===== src/rtl/rtc_alarm_snooze_controller_unit_assert.svh =====
// Assertion macros used by the alarm clock state logic in rasc_core.
// Expects clk and rst_n in the scope of the file that includes it.
`ifndef RTC_ALARM_SNOOZE_CONTROLLER_UNIT_ASSERT_SVH
`define RTC_ALARM_SNOOZE_CONTROLLER_UNIT_ASSERT_SVH

// Invariant that holds at every clock edge out of reset.
`define RASC_ASSERT_ALWAYS(lbl, expr, msg) \
  lbl: assert property (@(posedge clk) disable iff (!rst_n) (expr)) else $error(msg);

// Same-cycle implication.
`define RASC_ASSERT_IMPLY(lbl, ante, cons, msg) \
  lbl: assert property (@(posedge clk) disable iff (!rst_n) (ante) |-> (cons)) else $error(msg);

`endif


===== src/rtl/rasc_pkg.sv =====
// Shared types, constants and helper functions of the alarm clock core.
// No dependencies; used by every module under rtl.
package rasc_pkg;

  localparam logic [16:0] DAY_SECS  = 17'd86400;
  localparam logic [16:0] TOD_MAX   = 17'd86399;
  localparam logic [16:0] HOUR_SECS = 17'd3600;
  localparam logic [16:0] MIN_SECS  = 17'h003C;
  localparam logic [4:0]  HOUR_MAX  = 5'd23;
  localparam logic [5:0]  MIN_MAX   = 6'd59;
  localparam logic [5:0]  SEC_MAX   = 6'd59;

  localparam logic [3:0] LED_NONE = 4'h0;
  localparam logic [3:0] LED_D9   = 4'h1;
  localparam logic [3:0] LED_D10  = 4'h2;
  localparam logic [3:0] LED_D11  = 4'h4;
  localparam logic [3:0] LED_D12  = 4'h8;

  localparam int unsigned CFG_DATA_W = 17;
  localparam int unsigned CFG_IDX_W  = 3;

  typedef enum logic [2:0] {
    REQ_SEC_TICK   = 3'd0,
    REQ_LIGHT_TICK = 3'd1,
    REQ_BUTTON     = 3'd2,
    REQ_SET_TIME   = 3'd3,
    REQ_ARM        = 3'd4
  } req_type_t;

  typedef enum logic [2:0] {
    CFG_ALARM_TOD      = 3'd0,
    CFG_RETRY_LIMIT    = 3'd1,
    CFG_RETRY_INTERVAL = 3'd2,
    CFG_LIGHT_MODE     = 3'd3,
    CFG_SOUND_MODE     = 3'd4,
    CFG_RING_SECONDS   = 3'd5
  } cfg_idx_t;

  typedef enum logic [1:0] {
    LIGHT_NONE    = 2'd0,
    LIGHT_FORWARD = 2'd1,
    LIGHT_REVERSE = 2'd2,
    LIGHT_PAIRS   = 2'd3
  } light_mode_t;

  typedef struct packed {
    logic [2:0] req_type;
    logic [5:0] set_hour;
    logic [5:0] set_minute;
    logic [5:0] set_second;
  } item_t;

  typedef struct packed {
    logic [16:0] alarm_time_of_day;
    logic [2:0]  retry_limit;
    logic [16:0] retry_interval;
    logic [1:0]  light_mode;
    logic [1:0]  sound_mode;
    logic [7:0]  ring_seconds;
  } cfg_t;

  typedef struct packed {
    logic [4:0] cur_hour;
    logic [5:0] cur_minute;
    logic [5:0] cur_second;
    logic       armed;
    logic       ringing;
    logic [3:0] led_on;
    logic       sound_on;
    logic [1:0] sound_pattern;
    logic [2:0] retries_used;
    logic       set_error;
  } result_t;

  // Next LED pattern on a light tick.
  function automatic logic [3:0] light_next(input logic [1:0] mode, input logic [3:0] s);
    logic [3:0] n;
    n = LED_NONE;
    case (light_mode_t'(mode))
      LIGHT_FORWARD: begin
        if (s == LED_NONE)     n = LED_D9;
        else if (s == LED_D9)  n = LED_D10;
        else if (s == LED_D10) n = LED_D11;
        else if (s == LED_D11) n = LED_D12;
        else if (s == LED_D12) n = LED_D9;
      end
      LIGHT_REVERSE: begin
        if (s == LED_NONE)     n = LED_D12;
        else if (s == LED_D12) n = LED_D11;
        else if (s == LED_D11) n = LED_D10;
        else if (s == LED_D10) n = LED_D9;
        else if (s == LED_D9)  n = LED_D12;
      end
      LIGHT_PAIRS: begin
        if (s == LED_NONE)               n = LED_D10 | LED_D11;
        else if (s == (LED_D10 | LED_D11)) n = LED_D9 | LED_D12;
      end
      default: n = LED_NONE;
    endcase
    return n;
  endfunction

  // Next occurrence of the alarm time of day, given the counter split into
  // day start and time of day. Wraps at 32 bits like the counter.
  function automatic logic [31:0] alarm_schedule(input logic [31:0] day_base,
                                                 input logic [16:0] tod,
                                                 input logic [16:0] alarm_tod);
    logic [16:0] atod_m;
    logic [31:0] day_add;
    atod_m  = (alarm_tod >= DAY_SECS) ? (alarm_tod - DAY_SECS) : alarm_tod;
    day_add = (atod_m < tod) ? 32'(DAY_SECS) : 32'd0;
    return day_base + 32'(atod_m) + day_add;
  endfunction

endpackage


===== src/rtl/rtc_alarm_snooze_controller_unit.sv =====
// Alarm clock core with snooze, top level: configuration registers and the
// input stage, state update and result stage. Depends on rasc_pkg,
// rasc_in_stage, rasc_core and rasc_out_stage.
//
// Every transaction on the in_ channel (second tick, light tick, button,
// set time, arm) produces exactly one status transaction on the out_ channel.
// A transaction is captured in the input register, applied to the clock state
// by combinational logic once the result register has space, and the resulting
// status is held in the result register, which drives out_valid; the block
// takes one transaction per cycle as long as out_ready keeps up. The seconds
// counter is carried alongside its day start, time of day and h/m/s fields,
// so each step is an increment with carries or one 32-bit add and compare; no
// division appears in the datapath. Write configuration registers only while
// no transaction is in flight.
module rtc_alarm_snooze_controller_unit (
  input  logic                               clk,
  input  logic                               rst_n,
  input  logic                               cfg_wr_en,
  input  logic [rasc_pkg::CFG_IDX_W-1:0]     cfg_index,
  input  logic [rasc_pkg::CFG_DATA_W-1:0]    cfg_wdata,
  input  logic                               in_valid,
  output logic                               in_ready,
  input  logic [2:0]                         in_req_type,
  input  logic [5:0]                         in_set_hour,
  input  logic [5:0]                         in_set_minute,
  input  logic [5:0]                         in_set_second,
  output logic                               out_valid,
  input  logic                               out_ready,
  output logic [4:0]                         out_cur_hour,
  output logic [5:0]                         out_cur_minute,
  output logic [5:0]                         out_cur_second,
  output logic                               out_armed,
  output logic                               out_ringing,
  output logic [3:0]                         out_led_on,
  output logic                               out_sound_on,
  output logic [1:0]                         out_sound_pattern,
  output logic [2:0]                         out_retries_used,
  output logic                               out_set_error
);

  rasc_pkg::cfg_t    cfg_r;
  rasc_pkg::item_t   item;
  rasc_pkg::result_t res;
  logic              item_valid;
  logic              out_space;
  logic              fire;

  // Apply a transaction when one is held and the result register can take it.
  assign fire = item_valid && out_space;

  // Configuration registers; writes to unused indexes are dropped.
  always_ff @(posedge clk) begin
    if (!rst_n) begin
      cfg_r.alarm_time_of_day <= 17'd0;
      cfg_r.retry_limit       <= 3'd2;
      cfg_r.retry_interval    <= 17'd600;
      cfg_r.light_mode        <= 2'd1;
      cfg_r.sound_mode        <= 2'd1;
      cfg_r.ring_seconds      <= 8'd7;
    end else if (cfg_wr_en) begin
      case (rasc_pkg::cfg_idx_t'(cfg_index))
        rasc_pkg::CFG_ALARM_TOD:      cfg_r.alarm_time_of_day <= cfg_wdata[16:0];
        rasc_pkg::CFG_RETRY_LIMIT:    cfg_r.retry_limit       <= cfg_wdata[2:0];
        rasc_pkg::CFG_RETRY_INTERVAL: cfg_r.retry_interval    <= cfg_wdata[16:0];
        rasc_pkg::CFG_LIGHT_MODE:     cfg_r.light_mode        <= cfg_wdata[1:0];
        rasc_pkg::CFG_SOUND_MODE:     cfg_r.sound_mode        <= cfg_wdata[1:0];
        rasc_pkg::CFG_RING_SECONDS:   cfg_r.ring_seconds      <= cfg_wdata[7:0];
        default: begin
        end
      endcase
    end
  end

  // Hold the incoming transaction until the update stage consumes it.
  rasc_in_stage u_in (
    .clk           (clk),
    .rst_n         (rst_n),
    .in_valid      (in_valid),
    .in_ready      (in_ready),
    .in_req_type   (in_req_type),
    .in_set_hour   (in_set_hour),
    .in_set_minute (in_set_minute),
    .in_set_second (in_set_second),
    .take_i        (fire),
    .item_valid_o  (item_valid),
    .item_o        (item)
  );

  // Advance the clock, alarm and LED state; form the status.
  rasc_core u_core (
    .clk    (clk),
    .rst_n  (rst_n),
    .cfg_i  (cfg_r),
    .fire_i (fire),
    .item_i (item),
    .res_o  (res)
  );

  // Hold the status until the consumer takes it.
  rasc_out_stage u_out (
    .clk               (clk),
    .rst_n             (rst_n),
    .load_i            (fire),
    .res_i             (res),
    .space_o           (out_space),
    .out_valid         (out_valid),
    .out_ready         (out_ready),
    .out_cur_hour      (out_cur_hour),
    .out_cur_minute    (out_cur_minute),
    .out_cur_second    (out_cur_second),
    .out_armed         (out_armed),
    .out_ringing       (out_ringing),
    .out_led_on        (out_led_on),
    .out_sound_on      (out_sound_on),
    .out_sound_pattern (out_sound_pattern),
    .out_retries_used  (out_retries_used),
    .out_set_error     (out_set_error)
  );

endmodule


===== src/rtl/rasc_in_stage.sv =====
// Input register of the alarm clock core: captures one transaction per cycle while the held one is taken.
// Depends on rasc_pkg.
module rasc_in_stage (
  input  logic                clk,
  input  logic                rst_n,
  input  logic                in_valid,
  output logic                in_ready,
  input  logic [2:0]          in_req_type,
  input  logic [5:0]          in_set_hour,
  input  logic [5:0]          in_set_minute,
  input  logic [5:0]          in_set_second,
  input  logic                take_i,
  output logic                item_valid_o,
  output rasc_pkg::item_t     item_o
);

  logic            valid_r;
  rasc_pkg::item_t item_r;

  assign in_ready     = !valid_r || take_i;
  assign item_valid_o = valid_r;
  assign item_o       = item_r;

  always_ff @(posedge clk) begin
    if (!rst_n) begin
      valid_r <= 1'b0;
    end else if (in_ready) begin
      valid_r <= in_valid;
    end
  end

  always_ff @(posedge clk) begin
    if (in_valid && in_ready) begin
      item_r <= '{req_type: in_req_type, set_hour: in_set_hour,
                  set_minute: in_set_minute, set_second: in_set_second};
    end
  end

endmodule


===== src/rtl/rasc_core.sv =====
// Alarm clock state and per-transaction update logic.
// Depends on rasc_pkg and rtc_alarm_snooze_controller_unit_assert.svh.
`include "rtc_alarm_snooze_controller_unit_assert.svh"

module rasc_core (
  input  logic                clk,
  input  logic                rst_n,
  input  rasc_pkg::cfg_t      cfg_i,
  input  logic                fire_i,
  input  rasc_pkg::item_t     item_i,
  output rasc_pkg::result_t   res_o
);

  // Counter kept in split form too: day start, time of day, and h/m/s.
  logic [31:0] count_r,  count_nxt;
  logic [31:0] base_r,   base_nxt;
  logic [16:0] tod_r,    tod_nxt;
  logic [4:0]  hour_r,   hour_nxt;
  logic [5:0]  min_r,    min_nxt;
  logic [5:0]  sec_r,    sec_nxt;
  logic [31:0] target_r, target_nxt;
  logic        tvalid_r, tvalid_nxt;
  logic        standby_r, standby_nxt;
  logic        ring_r,   ring_nxt;
  logic [7:0]  rtimer_r, rtimer_nxt;
  logic [2:0]  attempt_r, attempt_nxt;
  logic [3:0]  led_r,    led_nxt;
  logic        err;

  logic [16:0] set_tod;
  logic        set_bad;
  logic [16:0] hms_tod;

  assign set_tod = 17'(item_i.set_hour) * rasc_pkg::HOUR_SECS
                 + 17'(item_i.set_minute) * rasc_pkg::MIN_SECS
                 + 17'(item_i.set_second);
  assign set_bad = (item_i.set_hour >= 6'd24) || (item_i.set_minute > rasc_pkg::MIN_MAX)
                || (item_i.set_second > rasc_pkg::SEC_MAX);

  // Time of day rebuilt from the h/m/s registers, checked against tod_r.
  assign hms_tod = 17'(hour_r) * rasc_pkg::HOUR_SECS + 17'(min_r) * rasc_pkg::MIN_SECS
                 + 17'(sec_r);

  always_comb begin
    count_nxt   = count_r;
    base_nxt    = base_r;
    tod_nxt     = tod_r;
    hour_nxt    = hour_r;
    min_nxt     = min_r;
    sec_nxt     = sec_r;
    target_nxt  = target_r;
    tvalid_nxt  = tvalid_r;
    standby_nxt = standby_r;
    ring_nxt    = ring_r;
    rtimer_nxt  = rtimer_r;
    attempt_nxt = attempt_r;
    led_nxt     = led_r;
    err         = 1'b0;

    case (rasc_pkg::req_type_t'(item_i.req_type))
      rasc_pkg::REQ_SEC_TICK: begin
        count_nxt = count_r + 32'd1;
        // Advance split forms; counter wrap at 2^32 lands on midnight of day 0.
        if (&count_r) begin
          base_nxt = 32'd0;
          tod_nxt  = 17'd0;
          hour_nxt = 5'd0;
          min_nxt  = 6'd0;
          sec_nxt  = 6'd0;
        end else begin
          if (tod_r == rasc_pkg::TOD_MAX) begin
            tod_nxt  = 17'd0;
            base_nxt = base_r + 32'(rasc_pkg::DAY_SECS);
          end else begin
            tod_nxt = tod_r + 17'd1;
          end
          if (sec_r == rasc_pkg::SEC_MAX) begin
            sec_nxt = 6'd0;
            if (min_r == rasc_pkg::MIN_MAX) begin
              min_nxt  = 6'd0;
              hour_nxt = (hour_r == rasc_pkg::HOUR_MAX) ? 5'd0 : hour_r + 5'd1;
            end else begin
              min_nxt = min_r + 6'd1;
            end
          end else begin
            sec_nxt = sec_r + 6'd1;
          end
        end
        if (ring_r) begin
          rtimer_nxt = rtimer_r - 8'd1;
          if (rtimer_nxt == 8'd0) begin
            ring_nxt = 1'b0;
            led_nxt  = rasc_pkg::LED_NONE;
            if (attempt_r < cfg_i.retry_limit) begin
              target_nxt  = count_nxt + 32'(cfg_i.retry_interval);
              tvalid_nxt  = 1'b1;
              led_nxt     = rasc_pkg::LED_D12;
              attempt_nxt = attempt_r + 3'd1;
            end else begin
              attempt_nxt = 3'd0;
              standby_nxt = 1'b0;
            end
          end
        end
        if (standby_nxt && !ring_nxt && tvalid_nxt && (count_nxt == target_nxt)) begin
          ring_nxt   = 1'b1;
          tvalid_nxt = 1'b0;
          rtimer_nxt = (cfg_i.ring_seconds == 8'd0) ? 8'd1 : cfg_i.ring_seconds;
        end
      end
      rasc_pkg::REQ_LIGHT_TICK: begin
        if (ring_r) begin
          led_nxt = rasc_pkg::light_next(cfg_i.light_mode, led_r);
        end
      end
      rasc_pkg::REQ_BUTTON: begin
        if (standby_r) begin
          ring_nxt    = 1'b0;
          rtimer_nxt  = 8'd0;
          led_nxt     = rasc_pkg::LED_NONE;
          attempt_nxt = 3'd0;
          standby_nxt = 1'b0;
        end else begin
          attempt_nxt = 3'd0;
          standby_nxt = 1'b1;
          target_nxt  = rasc_pkg::alarm_schedule(base_r, tod_r, cfg_i.alarm_time_of_day);
          tvalid_nxt  = 1'b1;
          led_nxt     = led_r | rasc_pkg::LED_D12;
        end
      end
      rasc_pkg::REQ_SET_TIME: begin
        if (set_bad) begin
          err = 1'b1;
        end else begin
          count_nxt  = 32'(set_tod);
          base_nxt   = 32'd0;
          tod_nxt    = set_tod;
          hour_nxt   = item_i.set_hour[4:0];
          min_nxt    = item_i.set_minute;
          sec_nxt    = item_i.set_second;
          target_nxt = rasc_pkg::alarm_schedule(32'd0, set_tod, cfg_i.alarm_time_of_day);
          tvalid_nxt = 1'b1;
        end
      end
      rasc_pkg::REQ_ARM: begin
        attempt_nxt = 3'd0;
        standby_nxt = 1'b1;
        target_nxt  = rasc_pkg::alarm_schedule(base_r, tod_r, cfg_i.alarm_time_of_day);
        tvalid_nxt  = 1'b1;
        led_nxt     = led_r | rasc_pkg::LED_D12;
      end
      default: begin
      end
    endcase
  end

  always_ff @(posedge clk) begin
    if (!rst_n) begin
      count_r   <= 32'd0;
      base_r    <= 32'd0;
      tod_r     <= 17'd0;
      hour_r    <= 5'd0;
      min_r     <= 6'd0;
      sec_r     <= 6'd0;
      target_r  <= 32'd0;
      tvalid_r  <= 1'b0;
      standby_r <= 1'b0;
      ring_r    <= 1'b0;
      rtimer_r  <= 8'd0;
      attempt_r <= 3'd0;
      led_r     <= rasc_pkg::LED_NONE;
    end else if (fire_i) begin
      count_r   <= count_nxt;
      base_r    <= base_nxt;
      tod_r     <= tod_nxt;
      hour_r    <= hour_nxt;
      min_r     <= min_nxt;
      sec_r     <= sec_nxt;
      target_r  <= target_nxt;
      tvalid_r  <= tvalid_nxt;
      standby_r <= standby_nxt;
      ring_r    <= ring_nxt;
      rtimer_r  <= rtimer_nxt;
      attempt_r <= attempt_nxt;
      led_r     <= led_nxt;
    end
  end

  assign res_o = '{cur_hour: hour_nxt, cur_minute: min_nxt, cur_second: sec_nxt,
                   armed: standby_nxt, ringing: ring_nxt, led_on: led_nxt,
                   sound_on: ring_nxt && (cfg_i.sound_mode != 2'd0),
                   sound_pattern: cfg_i.sound_mode, retries_used: attempt_nxt,
                   set_error: err};

  // Arming or setting the time while ringing schedules a new target, so ringing
  // implies only the armed state and a running ring timer.
  `RASC_ASSERT_ALWAYS(a_split_sum, (base_r + 32'(tod_r)) == count_r, "counter split")
  `RASC_ASSERT_ALWAYS(a_hms_tod, hms_tod == tod_r, "h/m/s disagree with time of day")
  `RASC_ASSERT_IMPLY(a_ring_timer, ring_r, rtimer_r != 8'd0, "ringing with an expired timer")
  `RASC_ASSERT_IMPLY(a_ring_armed, ring_r, standby_r, "ringing while disarmed")

endmodule


===== src/rtl/rasc_out_stage.sv =====
// Result register of the alarm clock core, drives the result channel.
// Depends on rasc_pkg.
module rasc_out_stage (
  input  logic                clk,
  input  logic                rst_n,
  input  logic                load_i,
  input  rasc_pkg::result_t   res_i,
  output logic                space_o,
  output logic                out_valid,
  input  logic                out_ready,
  output logic [4:0]          out_cur_hour,
  output logic [5:0]          out_cur_minute,
  output logic [5:0]          out_cur_second,
  output logic                out_armed,
  output logic                out_ringing,
  output logic [3:0]          out_led_on,
  output logic                out_sound_on,
  output logic [1:0]          out_sound_pattern,
  output logic [2:0]          out_retries_used,
  output logic                out_set_error
);

  logic              valid_r;
  rasc_pkg::result_t res_r;

  assign space_o = !valid_r || out_ready;

  always_ff @(posedge clk) begin
    if (!rst_n) begin
      valid_r <= 1'b0;
    end else if (space_o) begin
      valid_r <= load_i;
    end
  end

  always_ff @(posedge clk) begin
    if (load_i) begin
      res_r <= res_i;
    end
  end

  assign out_valid         = valid_r;
  assign out_cur_hour      = res_r.cur_hour;
  assign out_cur_minute    = res_r.cur_minute;
  assign out_cur_second    = res_r.cur_second;
  assign out_armed         = res_r.armed;
  assign out_ringing       = res_r.ringing;
  assign out_led_on        = res_r.led_on;
  assign out_sound_on      = res_r.sound_on;
  assign out_sound_pattern = res_r.sound_pattern;
  assign out_retries_used  = res_r.retries_used;
  assign out_set_error     = res_r.set_error;

endmodule


===== config.mk =====
export PLATFORM = sky130hd
export DESIGN_NAME = rtc_alarm_snooze_controller_unit
export DESIGN_NICKNAME = d
export VERILOG_FILES = /design/src/rtl/rasc_pkg.sv /design/src/rtl/rtc_alarm_snooze_controller_unit.sv /design/src/rtl/rasc_in_stage.sv /design/src/rtl/rasc_core.sv /design/src/rtl/rasc_out_stage.sv
export VERILOG_INCLUDE_DIRS = /design/src /design/src/rtl
export SDC_FILE = /design/constraint.sdc
export NUM_CORES = 1
export LEC_CHECK = 0
export BUFFER_PORTS_ARGS = -buffer_cell sky130_fd_sc_hd__buf_4
export CORE_UTILIZATION = 25
export CTS_CLUSTER_DIAMETER = 80
export DETAILED_ROUTE_END_ITERATION = 10
export SYNTH_ARGS = -nofsm -noshare
export SYNTH_HDL_FRONTEND = slang
export SYNTH_SLANG_ARGS = --single-unit

===== constraint.sdc =====
create_clock -name clk -period 9.53 [get_ports clk]
set_clock_uncertainty 0.05 [all_clocks]
set_input_delay 1.906 -clock clk [delete_from_list [all_inputs] [get_ports clk]]
set_output_delay 1.906 -clock clk [all_outputs]
set_load 0.01 [all_outputs]

# --- After elaboration in Yosys (flattened, before gate mapping) ---
# Cells that the tools add are included.
word_totals:
  in_bits: 46
  ramBits: 0
  reg_bits: 250
  output_inout_bits: 32
  mem_count: 0
  rom_bits: 0
  latchBits: 0
classes:
  multipliers: 2
  order_cmp: 7
  bitwise: 0
  n_div: 0
  muxes: 84
  eq_ne: 27
  shift: 0
  add_sub_neg: 15
  reduce_logical: 34
ops:
  columns: ["cell", "count"]
  rows:
  - ["two-way mux 32 bit", 10]
  - ["one-hot mux 32 bit (2 select lines)", 2]
  - ["one-hot mux 32 bit (4 select lines)", 1]
  - ["two-way mux 17 bit", 6]
  - ["adder 32 x 17 -> 32 bit", 2]
  - ["two-way mux 4 bit", 16]
  - ["two-way mux 6 bit", 7]
  - ["< comparator 17 bit", 2]
  - ["one-hot mux 17 bit (2 select lines)", 1]
  - ["adder 17 x 32 -> 32 bit", 1]
  - ["adder 32 x 1 -> 32 bit, second input constant", 1]
  - ["adder 32 x 17 -> 32 bit, second input constant", 1]
  - ["adder 32 bit", 1]
  - ["equality test 32 bit", 1]
  - ["two-way mux 8 bit", 4]
  - ["AND reduction 32 bit", 1]
  - ["two-way mux 5 bit", 5]
  - ["one-hot mux 6 bit (2 select lines)", 2]
  - ["two-way mux 1 bit", 19]
  - ["adder 17 x 1 -> 17 bit, second input constant", 1]
  - ["adder 17 x 12 -> 17 bit", 1]
  - ["adder 17 x 6 -> 17 bit", 1]
  - ["equality test 17 bit, second input constant", 1]
  - [">= comparator 17 bit, second input constant", 1]
  - ["45 further kinds", 81]

# --- Logic depth before layout (Yosys ltp) ---
# Gate-level depths: netlist (run 1).
logic_depth:
  ltp_word: 12
  mapped_depth: 32

# --- Cells and area by module ---
# Synthesis (run 1) repeated with hierarchy kept, for this count alone.
unflattened:
  cells_unflattened: 2163
  area_unflattened_um2: 18057.3
by_module_without_submodules:
  columns: ["mod", "cells_per_inst", "instances", "area_per_inst_um2", "seq_area_each_um2"]
  rows:
  - ["rasc_core", 1912, 1, 14481.4, 2822.7]
  - ["rtc_alarm_snooze_controller_unit", 191, 1, 1938.1, 980.9]
  - ["rasc_out_stage", 34, 1, 949.7, 920.9]
  - ["rasc_in_stage", 26, 1, 688.2, 650.6]

# --- Least setup slack after synthesis (run 1) ---
# No wires, ideal clock.
synth_timing:
  path_type: "register to register"
  start: "register u_in.item_r (netlist bit u_in.item_o[6])"
  end: "register u_core.target_r[17]"
  arrival_ps: 6684
  path_buffers: 0
  setup_slack_ps: 2738
  path_stages_with_launch: 32
  setup_ps: 58
  cell_sequence: "edfxtp_1 fa_1 fa_1 inv_1 fa_1 fa_1 inv_1 ha_1 nor2b_1 o21ai_0 a21boi_0 o21ai_0 a21oi_1 o21ai_0 a21oi_1 o21ai_0 xnor2_1 inv_1 ha_1 a21o_1 a21oi_1 and2_0 a31o_2 ha_1 inv_1 fa_1 nor3b_1 nor2_1 o21bai_1 a31oi_1 o221ai_1 o221a_2"
synth_between:
  elab_chain_len: 8
  elab_cells_between_ends: 13
  classes_between: "add/sub (3); mul (1); order compare (2); eq/ne (1); mux (3); reduce/logical (3)"
synth_lines:
  columns: ["item", "line_no", "text"]
  rows:
  - ["from (decl)", "rasc_in_stage.sv:18", "rasc_pkg::item_t item_r;"]
  - ["from (signal assigned)", "rasc_in_stage.sv:34", "item_r <= '{req_type: in_req_type, set_hour: in_set_hour,"]
  - ["multiplier 6 x 4 -> 10 bit", "rasc_core.sv:35", "+ 17'(item_i.set_minute) * rasc_pkg::MIN_SECS"]
  - ["adder 17 x 12 -> 17 bit", "rasc_core.sv:35", null]
  - ["adder 17 x 6 -> 17 bit", "rasc_core.sv:36", "+ 17'(item_i.set_second);"]
  - ["< comparator 17 bit", "rasc_pkg.sv:111", "day_add = (atod_m < tod) ? 32'(DAY_SECS) : 32'd0;"]
  - ["two-way mux 17 bit", "rasc_pkg.sv:111", null]
  - ["adder 17 x 32 -> 32 bit", "rasc_pkg.sv:112", "return day_base + 32'(atod_m) + day_add;"]
  - ["two-way mux 32 bit", "rasc_core.sv:132", "if (set_bad) begin"]
  - ["one-hot mux 32 bit (4 select lines)", "rasc_core.sv:60", "case (rasc_pkg::req_type_t'(item_i.req_type))"]
  - ["to (signal assigned)", "rasc_core.sv:179", "target_r <= target_nxt;"]
  - ["to (decl)", "rasc_core.sv:21", "logic [31:0] target_r, target_nxt;"]
# Several ways; a longest one is shown, not always the timed one. The select of a mux whose other input is x is not followed.
# A chain may end at the register's enable or synchronous reset.

# --- Worst setup path in the final report (run 1) ---
# Same ends and word-level chain as after synthesis.

==> results.md, run 1 <==
- Layout area overhead: 14.19%
- WP buf/inv: 4
- Mapped cell area: 0.01802 mm2
- Outcome: completed
- Max VDD drop: approximately 0.00015 V
- FP Rows: 98
- Hold path depth: 2
- Crit path kind: reg -> reg
- Highest clock rate: between 0.1 and 0.15 GHz
- DR DRC count: 0
- Core area: 0.07136 mm2
- Die W: 270.4 um
- Via count: between 15000 and 20000
- GR Util All Layers: 15.45%
- I/O pins: 78
- Final worst path period share: 79.34%
- P per Cell Area: 147.5 mW/mm2
- Clk slew on worst S/H paths: about 0.060 ns
- Cell accounting for the most synthesized area: dfxtp_1
- Number of antenna-violating nets in the routed design: 0
- Delay of the slowest critical-path stage: 0.55 ns
- Largest net degree at the start of global routing: 70
- Count leader, synth: nand2_1
- Vias/cell: 5.077
- Post-CTS setup buffer count: 0
- PostCTS Resize Cnt: 0
- WP data required: 10.01 ns
- Largest cells by area after synthesis: dfxtp_1 21%, ha_1 9.4%, edfxtp_1 8.5%, nand2_1 5.4%, a21oi_1 5.0%
- Avg Cell Area, Syn: 7.968 um2
- Nets: 2494
- Post-synthesis sequential area ratio: 29.84%
- Hold Buf Count CTS: 0
- Stages on worst setup path: 31
- DR WL/cell: 17.71 um
- Slowest CP cell: fa_1
- Initial DRT Pass Iterations: 8
- Post-layout min period: 7.561 ns
- Die area: 0.07314 mm2
- Area share of the largest cell type after synthesis: 21.33%
- Vias in the first global route: 15525
- Detailed Route Iter0 Violations: approximately 1400
- Synth cell count leaders: 261 x nand2_1, 235 x nor2_1, 192 x dfxtp_1
- H-Tree Depth: 1
- Worst r2r path cells: 31
- Final hold vios: 0
- Clock buffer depth: 3
- RSZ-0062 raised after global routing: false
- Num CTS Buffers: 29
- WHS: 0.4193 ns
- Final setup TNS: 0 ns
- Most frequent CP cell: fa_1
- Synth async-reset ratio: 0%
- Routed WL: 57760 um
- RD Place Congestion: 0.9264
- TritonCTS clock tree: built
- Leakage: around 8.1 nW
- Number of diodes: 0
- Yosys warning total: 0
- Mapped Nets: about 2500
- #FFs+latches synth: 243
- Share of cells above drive strength 1: under 10%
- First-pass GRT wire length: 90470 um
- Post-synthesis cell type count: 93
- Initial antenna violation count: 1
- Critical Path AT: 8.04 ns
- DP Wirelength: 43120 um
- Top_reg_cell synth: dfxtp_1
- Crit-path leading delay family: adder cells
- Number of flops mapped to enable cells by yosys: between 50 and 60
- Tightest Hold Check Type: reg -> reg
- Max Cap Viol: 0
- Relative slew margins: between 10% and 20%
- Worst skew pair latency: 0.58 ns
- I/O Buffers: 77
- GR Overflow Total: 0
- Mapped Cells: 2261
- Clock Sinks: 243
- Root buffer cell: clkbuf_16
- Max Slew Vio Count: 0
- Die Span Y: about 270 um
- Slew at the pin closest to its max-slew limit: approximately 1.2 ns
- Initial Utilization: 25.25%
- Critical Path Start Type: register
- Crit. End Element: register
- Worst-path maximum fanout: 5
- Final setup viols: 0
## area by class of cell
type,count,area [um2]
fill,7721,50790
multi-input combinational,1764,11670
sequential,243,5375
tap,950,1189
timing repair buffer,111,833.3
clock buffer,41,820.8
inverter,139,524.3
clock inverter,13,160.2
## kinds of logic after synthesis
| family | after synthesis | share of synthesized area, % |
|---|---|---|
| flip-flops | 243 | 29.84 |
| XOR/XNOR | 176 | 9.251 |
| AO/OA/AOI/OAI | 586 | 20.71 |
| buffers and inverters | 254 | 5.431 |
| adder cells (fa/ha/maj) | 160 | 12.11 |
| AND/OR/NAND/NOR | 816 | 21.22 |
| multiplexers | 25 | 1.417 |
| other | 1 | 0.02081 |
## final timing paths
path	start	end	slack, ns
hold reg to reg	cfg_r[14]	cfg_r[14]	0.42
setup / recovery	u_in.item_o[6]	u_core.target_r[17]	1.97
hold / removal	cfg_r[14]	cfg_r[14]	0.42
setup reg to reg	u_in.item_o[6]	u_core.target_r[17]	1.97
## state kept, by name (all words and copies together), names as in the netlist, 2 cells and up
| signal | flops |
|---|---|
| u_out.out_led_on | 4 |
| u_core.hour_r | 5 |
| u_core.attempt_r | 3 |
| u_core.tod_r | 17 |
| u_out.out_cur_minute | 6 |
| u_core.count_r | 32 |
| u_in.item_o | 21 |
| u_core.target_r | 32 |
| u_core.base_r | 25 |
| u_out.out_sound_pattern | 2 |
| u_out.out_cur_hour | 5 |
| u_core.min_r | 6 |
| u_out.out_cur_second | 6 |
| u_core.rtimer_r | 8 |
| cfg_r | 49 |
| u_out.out_retries_used | 3 |
| u_core.led_r | 4 |
| u_core.sec_r | 6 |
## layout by cell type (no fill, tap or decap), types with 54 or more instances in the layout
| master | count |
|---|---|
| a21oi_1 | 180 |
| buf_4 | 111 |
| dfxtp_1 | 192 |
| ha_1 | 136 |
| inv_1 | 136 |
| nand2_1 | 261 |
| nand3_1 | 60 |
| nor2_1 | 234 |
| nor3_1 | 54 |
| o21ai_0 | 135 |
| xnor2_1 | 98 |
| xor2_1 | 69 |
## layer usage
layer / global-route usage (%) / routed length, um / up-vias
li1: - / - / 8094
met1: 20.78 / 26100 / 7862
met2: 24.74 / 25980 / 495
met3: 1.956 / 3272 / 105
met4: 6.572 / 2404 / 0
met5: 0 / 0 / -
## worst min-delay path: cells and delay by family (launching register included)
kind / cells / cell delay [ns]
DFF: 1 / 0.32
AOI/OAI and AO/OA: 1 / 0.05
and+or+nand+nor: 1 / 0.05
## through the flow
step | cell area (um2) | total power, mW | instances | worst slack, ns | util (%)
finish | 20570 | 3.034 | 3261 | 1.969 | 28.83
global route | 20570 | 3.192 | 3261 | 1.418 | 28.83
CTS | 20570 | 3.060 | 3261 | 2.040 | 28.83
detailed placement | 19590 | 1.883 | 3207 | 2.071 | 27.45
global placement | 19590 | 1.874 | 3207 | 2.177 | 27.45
floorplan | 18020 | 1.669 | 2261 | 2.738 | -
## power by group
group          leakage, nW  switching (mW)  internal [mW]
Combinational         5.54           0.445          0.302
Sequential            2.04          0.0376           1.08
Clock                0.483           0.482          0.683
Note: power is estimated with default switching activity, not from simulation.
==> run 2, diff against run 1 <==
==> constraint.sdc (replaced) <==
create_clock -name clk -period 7.3 [get_ports clk]
set_clock_uncertainty 0.05 [all_clocks]
set_input_delay 1.46 -clock clk [delete_from_list [all_inputs] [get_ports clk]]
set_output_delay 1.46 -clock clk [all_outputs]
set_load 0.01 [all_outputs]
==> run 2 against run 1 <==
  * Via count increased by 0.98%
  * Largest power group unchanged
  * Worst setup slack got worse by 1.5 ns
  * Count of clock-buffer cells in the layout decreased by 5
  * First-iteration DRC count increased by 9.7%
  * Sequential power increased by 30%
  * Maximum frequency increased by 10%
  * Global-route usage increased by 0.17 points
  * Power increased by 34%
  * Routed wire length increased by 1.0%
  * Hold slack improved by 0.00054 ns
==> results.md, run 2 (synthesis gave the netlist of run 1 again) <==
- Outcome: completed
- Max Slew Vio Count: 0 (unchanged)
- Die Span Y: 270.4 um (unchanged)
- Slew at the pin closest to its max-slew limit: 1.203 ns (-0.004223 ns)
- Layout area overhead: 15.48%
- RD Place Congestion: 0.9450 (+2.0%)
- DR WL/cell: 17.79 um (+0.42%)
- FP Rows: 98 (unchanged)
- Root buffer cell: clkbuf_16
- Share of cells above drive strength 1: 10.38% (+1.3 points)
- Num CTS Buffers: 29 (unchanged)
- Crit path kind: reg -> reg
- GR Overflow Total: 0 (unchanged)
- Leakage: 8.202 nW (+1.7%)
- Critical Path Start Type: register
- Max Cap Viol: 0 (unchanged)
- Nets: 2518 (+0.96%)
- Worst slack at placement: 0.05779 ns (-2.013 ns)
- Clk slew on worst S/H paths: 0.06 ns (about the same)
- Final worst setup slack: 0.4280 ns (-1.541 ns)
- RSZ-0062 raised after global routing: true
- Overall power: 4.054 mW (+34%)
- Fillers: 7706 (-0.19%)
- Worst hold start: cfg_r[27]
- Final hold vios: 0 (unchanged)
- DP Wirelength: 43870 um (+1.7%)
- Clock buffer depth: 3 (unchanged)
- Final worst path period share: 94.14% (+15 points)
- Delay of the slowest critical-path stage: 0.53 ns (-0.02 ns)
- Relative slew margins: 18.96% (+0.28 points)
- Tightest Hold Check Type: reg -> reg
- Post-layout min period: 6.872 ns (-0.6888 ns)
- Highest clock rate: 0.1455 GHz (+10%)
- Crit path from: u_in.item_o[6]
- Final setup viols: 0 (unchanged)
- First-pass GRT wire length: 91180 um (+0.78%)
- Number of antenna-violating nets in the routed design: 0 (unchanged)
- Worst-path maximum fanout: 3 (-2)
- Largest Register: cfg_r
- Initial Utilization: 25.25% (unchanged)
- Most frequent CP cell: fa_1
- I/O pins: 78 (unchanged)
- P per Cell Area: 194.9 mW/mm2 (+32%)
- Clock Sinks: 243 (unchanged)
- Initial antenna violation count: 0 (-1)
- Routed WL: 58360 um (+1.0%)
- Largest net degree at the start of global routing: 69 (-1.4%)
- Crit. End Element: register
- Initial DRT Pass Iterations: 6 (-2)
- WHS: 0.4198 ns (+0.0005430 ns)
- Max VDD drop: 0.0001692 V (+10%)
- Hold Buf Count CTS: 0 (unchanged)
- Critical Path AT: 7.36 ns (-0.68 ns)
- TritonCTS clock tree: built
- Via count: 16719 (+0.98%)
- Vias/cell: 5.096 (+0.37%)
- Start of the worst register-to-register path: u_in.item_o[6]
- Number of flip-flops in the largest register: 49 (unchanged)
- Regs by FF count: cfg_r (49), u_core.count_r (32), u_core.target_r (32)
- Vias in the first global route: 15782 (+1.7%)
- Detailed Route Iter0 Violations: 1498 (+9.7%)
- Number of diodes: 0 (unchanged)
- GR Util All Layers: 15.62% (+0.17 points)
- Die W: 270.4 um (unchanged)
- Worst skew pair latency: 0.59 ns (about the same)
- H-Tree Depth: 1 (unchanged)
- Die area: 0.07314 mm2 (unchanged)
- Most frequent cells in the layout: 261 x nand2_1, 234 x nor2_1, 192 x dfxtp_1
- DR DRC count: 0 (unchanged)
- Most common cell after layout, fill and taps aside: nand2_1
- Slowest CP cell: fa_1
- Core area: 0.07136 mm2 (unchanged)
- I/O Buffers: 77 (unchanged)
- WP data required: 7.78 ns (-2.23 ns)
[run 2: changes by cell type in the layout (fill, tap and decap cells not counted), moves of 2 or more]
cell / delta
bufinv_16: +2
a21oi_1: -9
o21ai_2: +2
clkinv_1: +2
o21ai_1: +3
buf_4: +24
a21oi_2: +9
o21ai_0: -5
clkbuf_1: -4
[run 2: cell type report]
| class | instances | area [um2] | share of cell area, % |
|---|---|---|---|
| flip-flops and latches | 243 | 5375 | 25.84 |
| inverters | 139 | 524.3 | 2.520 |
| clock buffers | 36 | 792.0 | 3.807 |
| clock inverters | 14 | 200.2 | 0.9622 |
| well taps | 950 | 1189 | 5.713 |
| repair buffers | 135 | 1013 | 4.871 |
| multi-input cells | 1764 | 11710 | 56.29 |
[run 2: per-layer routing]
layer | track usage [%] | share of wire (%) | routed length (um) | vias up
li1 | - | - | - | 8131
met1 | 20.40 | 44 | 25550 | 7905
met2 | 25.59 | 45 | 26370 | 577
met3 | 2.392 | 6.8 | 3991 | 106
met4 | 6.334 | 4.2 | 2448 | 0
met5 | 0 | 0 | 0 | -
[run 2: final timing paths]
| path | to | slack [ns] | depth (start not counted) |
|---|---|---|---|
| max | u_core.target_r[17] | 0.43 | 31 |
| min | cfg_r[27] | 0.42 | 2 |
| max reg2reg | u_core.target_r[17] | 0.43 | 31 |
| min reg2reg | cfg_r[27] | 0.42 | 2 |
[run 2: critical path, delay by kind of cell, from the launching register on]
family,cells,cell delay (ns)
compound gates,14,2.16
simple gates,4,0.64
flops,1,0.42
xor+xnor,1,0.16
fa+ha+maj,8,3.21
buf+inv,4,0.21
[run 2: metrics by stage]
step                utilization [%]  cell area (um2)  TNS [ns]  cells
finish                        29.15            20810         0   3281
global route                  29.15            20810  -0.05338   3281
CTS                           29.06            20740         0   3278
detailed placement            27.67            19750         0   3228
global placement              27.67            19750         0   3228
floorplan                         -            18020         0   2261
[run 2: report_power, final]
part	internal [mW]	switching [mW]	total, mW
logic	0.443	0.599	1.04
registers	1.41	0.0474	1.46
clock network	0.938	0.613	1.55
[run 2: what timing repair did]
item	CTS	global route
endpoints found under the setup margin	0	16
buffers inserted	0	3
resized for setup	0	16
